## config.mk

```make
export PLATFORM = sky130hd
export DESIGN_NAME = vpt_div
export DESIGN_NICKNAME = d
export VERILOG_FILES = /design/src/sv/vpt_pkg.sv /design/src/sv/vpt_div.sv
export SDC_FILE = /design/constraint.sdc
export NUM_CORES = 1
export LEC_CHECK = 0
export ABC_AREA = 1
export BUFFER_PORTS_ARGS = -buffer_cell sky130_fd_sc_hd__buf_4
export CAP_MARGIN = 0
export CORE_AREA = 4 4 85 67
export CTS_CLUSTER_DIAMETER = 50
export DETAILED_ROUTE_END_ITERATION = 16
export DIE_AREA = 0 0 89 71
export PLACE_DENSITY = 0.86
export SYNTH_ARGS = -nofsm -noshare
export SYNTH_HDL_FRONTEND = slang
export SYNTH_SLANG_ARGS = --single-unit
```

## constraint.sdc

```tcl
create_clock -name clk -period 1.95 [get_ports clk]
set_input_delay 0.2925 -clock clk [delete_from_list [all_inputs] [get_ports clk]]
set_output_delay 0.2925 -clock clk [all_outputs]
set_load 0.02 [all_outputs]
```

## src/sv/vpt_pkg.sv

```systemverilog
// ----------------------------------------------------------------------------
// vpt_pkg: shared types and constants for the video port and line timing core
// Payload structs, request kind and access codes, timing defaults and widths.
// ----------------------------------------------------------------------------
package vpt_pkg;

  // Field and state widths
  localparam int ADDR_W     = 14;
  localparam int CPL_W      = 10;
  localparam int LPF_W      = 9;
  localparam int LCC_W      = 11;
  localparam int PROD_W     = 19;
  localparam int CFG_IDX_W  = 2;
  localparam int CFG_DATA_W = 10;

  // Memory default
  localparam int VRAM_DEPTH_DEF = 16384;

  // Timing constants
  localparam int ACTIVE_LINES = 192;
  localparam int CPL_DEF      = 228;
  localparam int LPF_DEF      = 262;
  localparam int LPF_PAL_MIN  = 300;
  localparam int HC_SCALE     = 342;
  localparam int VC_PAL_LIM   = 'hF2;
  localparam int VC_PAL_SKIP  = 'h39;
  localparam int VC_NTSC_LIM  = 'hDA;
  localparam int VC_NTSC_SKIP = 6;

  // Divider length: one quotient bit per cycle
  localparam int DIV_STEPS = PROD_W;
  localparam int DIV_CNT_W = $clog2(DIV_STEPS + 1);

  // Request kinds
  localparam logic [2:0] KIND_CTRL_WR = 3'd0;
  localparam logic [2:0] KIND_DATA_WR = 3'd1;
  localparam logic [2:0] KIND_DATA_RD = 3'd2;
  localparam logic [2:0] KIND_STAT_RD = 3'd3;
  localparam logic [2:0] KIND_VCOUNT  = 3'd4;
  localparam logic [2:0] KIND_HCOUNT  = 3'd5;
  localparam logic [2:0] KIND_TICK    = 3'd6;

  // Access codes of the second control byte
  localparam logic [1:0] CODE_VRAM_RD = 2'd0;
  localparam logic [1:0] CODE_REG_WR  = 2'd2;
  localparam logic [1:0] CODE_CRAM_WR = 2'd3;

  // Mode register indexes that matter here
  localparam logic [3:0] MREG_0  = 4'd0;
  localparam logic [3:0] MREG_1  = 4'd1;
  localparam logic [3:0] MREG_10 = 4'd10;

  // Configuration register indexes
  localparam logic [CFG_IDX_W-1:0] CFG_CPL = 2'd0;
  localparam logic [CFG_IDX_W-1:0] CFG_LPF = 2'd1;

  typedef struct packed {
    logic [2:0] kind;
    logic [7:0] data_byte;
    logic [7:0] tick_cycles;
  } in_item_t;

  typedef struct packed {
    logic [7:0] read_value;
    logic       irq;
  } out_item_t;

  typedef enum logic [3:0] {
    ST_IDLE,
    ST_RDREQ,
    ST_RDCAP,
    ST_HSTART,
    ST_HDIV,
    ST_TICK,
    ST_FIT,
    ST_MOD,
    ST_RESP
  } state_t;

endpackage

```

## src/sv/vpt_div.sv

```systemverilog
// ----------------------------------------------------------------------------
// vpt_div: iterative restoring divider
// One quotient bit per cycle; gives a quotient and a remainder.
// ----------------------------------------------------------------------------
module vpt_div (
  input  logic                      clk,
  input  logic                      rst_n,
  input  logic                      start,
  input  logic [vpt_pkg::PROD_W-1:0] dividend,
  input  logic [vpt_pkg::CPL_W-1:0]  divisor,
  output logic                      busy,
  output logic                      done,
  output logic [vpt_pkg::PROD_W-1:0] quotient,
  output logic [vpt_pkg::CPL_W-1:0]  remainder
);

  import vpt_pkg::*;

  logic [CPL_W-1:0]     rem_r, rem_nxt;
  logic [PROD_W-1:0]    quo_r, quo_nxt;
  logic [CPL_W-1:0]     div_r, div_nxt;
  logic [DIV_CNT_W-1:0] cnt_r, cnt_nxt;
  logic                 busy_r, busy_nxt;
  logic                 done_r, done_nxt;
  logic [CPL_W:0]       trial;

  // Shift in the next dividend bit and try a subtract
  always_comb begin
    trial    = {rem_r, quo_r[PROD_W-1]};
    rem_nxt  = rem_r;
    quo_nxt  = quo_r;
    div_nxt  = div_r;
    cnt_nxt  = cnt_r;
    busy_nxt = busy_r;
    done_nxt = 1'b0;
    if (start) begin
      rem_nxt  = '0;
      quo_nxt  = dividend;
      div_nxt  = divisor;
      cnt_nxt  = DIV_CNT_W'(DIV_STEPS);
      busy_nxt = 1'b1;
    end else if (busy_r) begin
      if (trial >= {1'b0, div_r}) begin
        rem_nxt = CPL_W'(trial - {1'b0, div_r});
        quo_nxt = {quo_r[PROD_W-2:0], 1'b1};
      end else begin
        rem_nxt = trial[CPL_W-1:0];
        quo_nxt = {quo_r[PROD_W-2:0], 1'b0};
      end
      cnt_nxt = cnt_r - 1'b1;
      if (cnt_r == DIV_CNT_W'(1)) begin
        busy_nxt = 1'b0;
        done_nxt = 1'b1;
      end
    end
  end

  // Control state
  always_ff @(posedge clk) begin
    if (!rst_n) begin
      busy_r <= 1'b0;
      done_r <= 1'b0;
      cnt_r  <= '0;
    end else begin
      busy_r <= busy_nxt;
      done_r <= done_nxt;
      cnt_r  <= cnt_nxt;
    end
  end

  // Datapath
  always_ff @(posedge clk) begin
    rem_r <= rem_nxt;
    quo_r <= quo_nxt;
    div_r <= div_nxt;
  end

  assign busy      = busy_r;
  assign done      = done_r;
  assign quotient  = quo_r;
  assign remainder = rem_r;

endmodule

```

# Word level (Yosys, flattened, before mapping)
# Cells that the tools add are included.
[totals]
word_cells = 26
out_inout_bits = 31
ff_bits = 46
[classes]
n_eq_ne = 1
bitwise_logic = 2
reduce_logical = 3
order_cmp = 1
n_mux = 10
addsub = 2
[op_table]
columns = ["operator", "count"]
rows = [
  ["$mux 19", 2],
  ["$ge 11x10->1", 1],
  ["$mux 10", 1],
  ["$mux 5", 2],
  ["$sub 10x10->10", 1],
  ["$eq 5x1->1 const B", 1],
  ["$mux 1", 5],
  ["$sub 5x1->5 const B", 1],
  ["$reduce_or 3->1", 1],
  ["$not 1->1", 2],
  ["$reduce_bool 2->1", 1],
  ["$reduce_or 2->1", 1],
]

# Logic depth before layout (Yosys ltp)
[logic_depth]
depth_word = 4
depth_mapped = 14
depth_no_buf = 14

# Worst setup path after synthesis
# Ideal clock, no wire load.
[synth_timing]
path_type = "register -> register"
start = "reg quo_r[18] (netlist: quotient[18])"
end = "reg rem_r[6] (netlist: remainder[6])"
n_path_buf = 0
setup_time_ns = 0.113
path_slack_ns = 0.123
required_time_ns = 1.837
path_stages_with_launch = 15
synth_period_minus_slack_ns = 1.827
t_arrival_ns = 1.714
cell_sequence = "edfxtp_1 > inv_1 > ha_1 > inv_1 > fa_1 > nand3_1 > nand2_1 > nand2_1 > nand2_1 > nand2_1 > nand2_1 > inv_1 > nand2_1 > nand3_1 > nand2_1"
[synth_via]
elab_chain_len = 2
word_cells_on_any_way = 3
cone_classes = "add/sub: 1; order compare: 1; mux: 1"
[synth_rtl]
columns = ["element", "line", "source"]
rows = [
  ["start, declared", "vpt_div.sv:20", "logic [PROD_W-1:0] quo_r, quo_nxt;"],
  ["start signal, assigned", "vpt_div.sv:74", "quo_r <= quo_nxt;"],
  ["$sub 10x10->10 / $ge 11x10->1 (equally long branches)", "vpt_div.sv:44, vpt_div.sv:43", ""],
  ["$mux 10 *", "vpt_div.sv:43", "if (trial >= {1'b0, div_r}) begin"],
  ["end signal, assigned", "vpt_div.sv:73", "rem_r <= rem_nxt;"],
  ["end, declared", "vpt_div.sv:19", "logic [CPL_W-1:0] rem_r, rem_nxt;"],
]
# Every way passes the cells marked *; elsewhere a longest branch is shown, timed or not.
# A chain may end at the register's enable or synchronous reset.

# Worst setup path in the final report
[layout_timing]
start = "reg div_r[3]"
end = "reg rem_r[2] (netlist: remainder[2])"
[layout_via]
elab_chain_len = 2
[layout_rtl]
columns = ["element", "line", "source"]
rows = [
  ["start, declared", "vpt_div.sv:21", "logic [CPL_W-1:0] div_r, div_nxt;"],
  ["start signal, assigned", "vpt_div.sv:75", "div_r <= div_nxt;"],
  ["$ge 11x10->1", "vpt_div.sv:43", ""],
  ["$mux 10", "vpt_div.sv:43", ""],
]
# Every way passes these cells.

==> flow_summary.toml <==
[power_and_ir_drop]
p_clk_frac = 0.261
seqPwrFrac = 0.526
pwr-share-comb = 0.213
ir_worst_vdd_v = 0.000549
p_per_area_nw_per_um2 = 701
intPower_mw = 1.57
p_sw_uw = 638
p_sw_frac = 0.289
p_leak_nw = 1.65

[critical_path]
end_kind = "flip-flop"
crit_arrival_ps = 1980
cp.required_ps = 2140
critPathMaxFanout = 13
worst-setup-path-type = "flip-flop to flip-flop"
crit_path_start_kind = "flip-flop"

[grt]
grt.busiest_layer = "met2"
grt_pass1_wl_um = 9160
globalRouteMet1Util = 0.255
met3_usage = 0.0373
gr-usage-all-layers = 0.186
grt_max_degree = 28
use_met2 = 0.297
grt_pass1_vias = 1974
antenna_found_initial = 0
grt.overflow.total = 0

[cts]
worstSkewPairLatency_ps = 300
clockRootBuffer = "clkbuf_8"
path_clk_slew_ps = 90
h-tree-depth = 2
post_cts_buffers = 0
cts_tree = "yes"
numCtsBuffers = 5
hold_buffers = 0
cts_buffer_depth = 2
cts.sinks = 46
ctsResizeCount = 0

[synth]
synth.avg_cell_area_sq_um = 8.10
synth_seq_cells = 46
syn_area_sq_um = 2510
netlist-cell-type-count = 29
synth_warnings = 0
synth_edf_count = 29
synthArstFlopShare = 0
seq_area_frac_synth = 0.483
syn_inst = 310
syn_nets = 355
synth_ff_type = "edfxtp_1"

[drt]
drc = 0
drt_iter0_markers = 152
wl_um = 5810
final_antenna_net_count = 0
first_pass_iters = 4
route.vias.total = 2191
wire_per_inst_um = 13.2
viasPerCell = 4.98

[place]
place.port_buffers = 62
hpwl_um = 4430
pre_cts_ws_ps = 93.8
finalWeightedCongestion = 0.883

[run_status]
status = "finished clean"

[floorplan]
die-area_sq_um = 6320
die_h_um = 71
start_util = 0.521
rows = 22
chipWidth_um = 89
core_sq_um = 4820
num_io_pins = 63

[timing]
fin_ws_ps = 154
finalCriticalPeriod_ps = 1800
max_clock_freq_mhz = 557
worst_slew_pin_slew_ps = 471
setup_viol = 0
drv_slew = 0
post-route-period-util = 0.921
hold_violations = 0
rsz0062_at_grt = "yes"
fin_skew_ps = 3.65
hold_slack_ps = 162
relSlewSlack = 0.685

[finish]
syn_to_final_growth_pct = 25.7
nNetsFinal = 424
drive_above_1_share = 0.242
diodes = 0
fillers = 382

[worst_hold_path]
hp-class = "input pin to flip-flop"

[job]
maxCapViolations = 0
==> cell usage after synthesis (3+ instances only) <==
cell | count | share of area
nand2_2 | 6 | 0.015
xnor2_1 | 3 | 0.010
nand2_1 | 120 | 0.18
dfxtp_1 | 17 | 0.14
nor2_2 | 3 | 0.0075
edfxtp_1 | 29 | 0.35
nand3_1 | 23 | 0.046
nand3b_1 | 6 | 0.018
ha_1 | 12 | 0.060
a21oi_1 | 5 | 0.010
clkbuf_1 | 4 | 0.0060
inv_1 | 46 | 0.069
nor2_1 | 13 | 0.019
o21ai_1 | 3 | 0.0060
==> routing by layer <==
metal | part of all wire | up-vias
met3 | 0.055 | 9
met4 | 0.016 | 0
met1 | 0.45 | 1002
li1 | - | 1119
met2 | 0.48 | 61
met5 | 0 | -
==> power by group through the flow <==
stage	clock network (mW)	logic [mW]	registers [mW]
6_report	0.577	0.471	1.16
5_1_grt	0.626	0.522	1.17
4_1_cts	0.589	0.470	1.16
3_5_place_dp	0	0.467	1.18
3_3_place_gp	0	0.452	1.18
2_1_floorplan	0	0.217	1.24
==> metrics by stage <==
stage | setup TNS (ps) | total power [mW] | std cells | utilization | area [sq um]
floorplan | 0 | 1.46 | 310 | - | 2510
global placement | 0 | 1.63 | 432 | 0.634 | 3050
detailed placement | 0 | 1.65 | 432 | 0.634 | 3050
CTS | 0 | 2.22 | 440 | 0.651 | 3140
global route | -0.637 | 2.32 | 440 | 0.655 | 3160
finish | 0 | 2.21 | 440 | 0.655 | 3160
==> registers in the layout, indices dropped and copies added (netlist names) <==
signal / flops
remainder: 10
cnt_r: 5
div_r: 10
busy: 1
quotient: 19
done: 1
==> logic make-up after synthesis <==
kind of cell | synth area share
DFF | 0.483
and+or+nand+nor | 0.305
AOI/OAI and AO/OA | 0.0414
buffers and inverters | 0.0892
xor gates and xnor gates | 0.0140
adders and majority gates | 0.0678
==> critical path: stages, from the launching register on <==
cell and delay, ps:
edfxtp_1 340, inv_1 40, ha_2 370, nand2_1 100
nor2_1 130, nand2_2 90, nand2_2 90, nand2_4 140
nand2_4 160, nand2_1 80, nand3_1 60, o21ai_0 70
==> final timing paths <==
path	startpoint	end	slack (ps)	cells past startpoint
max	div_r[3]	remainder[2]	150	11
min	divisor[9]	div_r[9]	160	1
max reg2reg	div_r[3]	remainder[2]	150	11
min reg2reg	cnt_r[4]	cnt_r[4]	480	2
==> final cells by class <==
cell class                      instances  area, sq um  area share
Multi-Input combinational cell        211         1090       0.346
Sequential cell                        46         1210       0.384
Tap cell                               60         75.1      0.0238
Clock inverter                          2         13.8     0.00436
Timing Repair Buffer                   69          518       0.164
Clock buffer                            6         72.6      0.0230
Inverter                               46          173      0.0547
==> cell usage in the layout, fill, tap and decap left out <==
cell | synthesis | final
nand4_1 | 1 | 1
nor2_1 | 13 | 13
dfxtp_1 | 17 | 17
nor2_4 | 0 | 1
nor3_1 | 2 | 2
inv_1 | 46 | 46
buf_4 | 0 | 69
nand3b_1 | 6 | 6
nand3_1 | 23 | 23
and3_1 | 1 | 1
clkbuf_1 | 4 | 1
nor3_4 | 1 | 1
a21oi_1 | 5 | 5
clkinv_2 | 0 | 1
xor2_1 | 1 | 1
nand2_1 | 120 | 120
ha_2 | 0 | 2
clkbuf_8 | 1 | 5
xnor2_1 | 3 | 3
nand2_2 | 6 | 5
nor2_2 | 3 | 2
fa_2 | 0 | 1
a31oi_1 | 2 | 2
edfxtp_1 | 29 | 29
a221oi_1 | 1 | 1
o21ai_1 | 3 | 3
o211ai_1 | 1 | 1
a21oi_2 | 2 | 2
nand2_4 | 1 | 2
ha_1 | 12 | 10
o31ai_1 | 1 | 1
o21ai_0 | 2 | 2
clkinv_4 | 0 | 1
(Power assumes the default switching activity.)
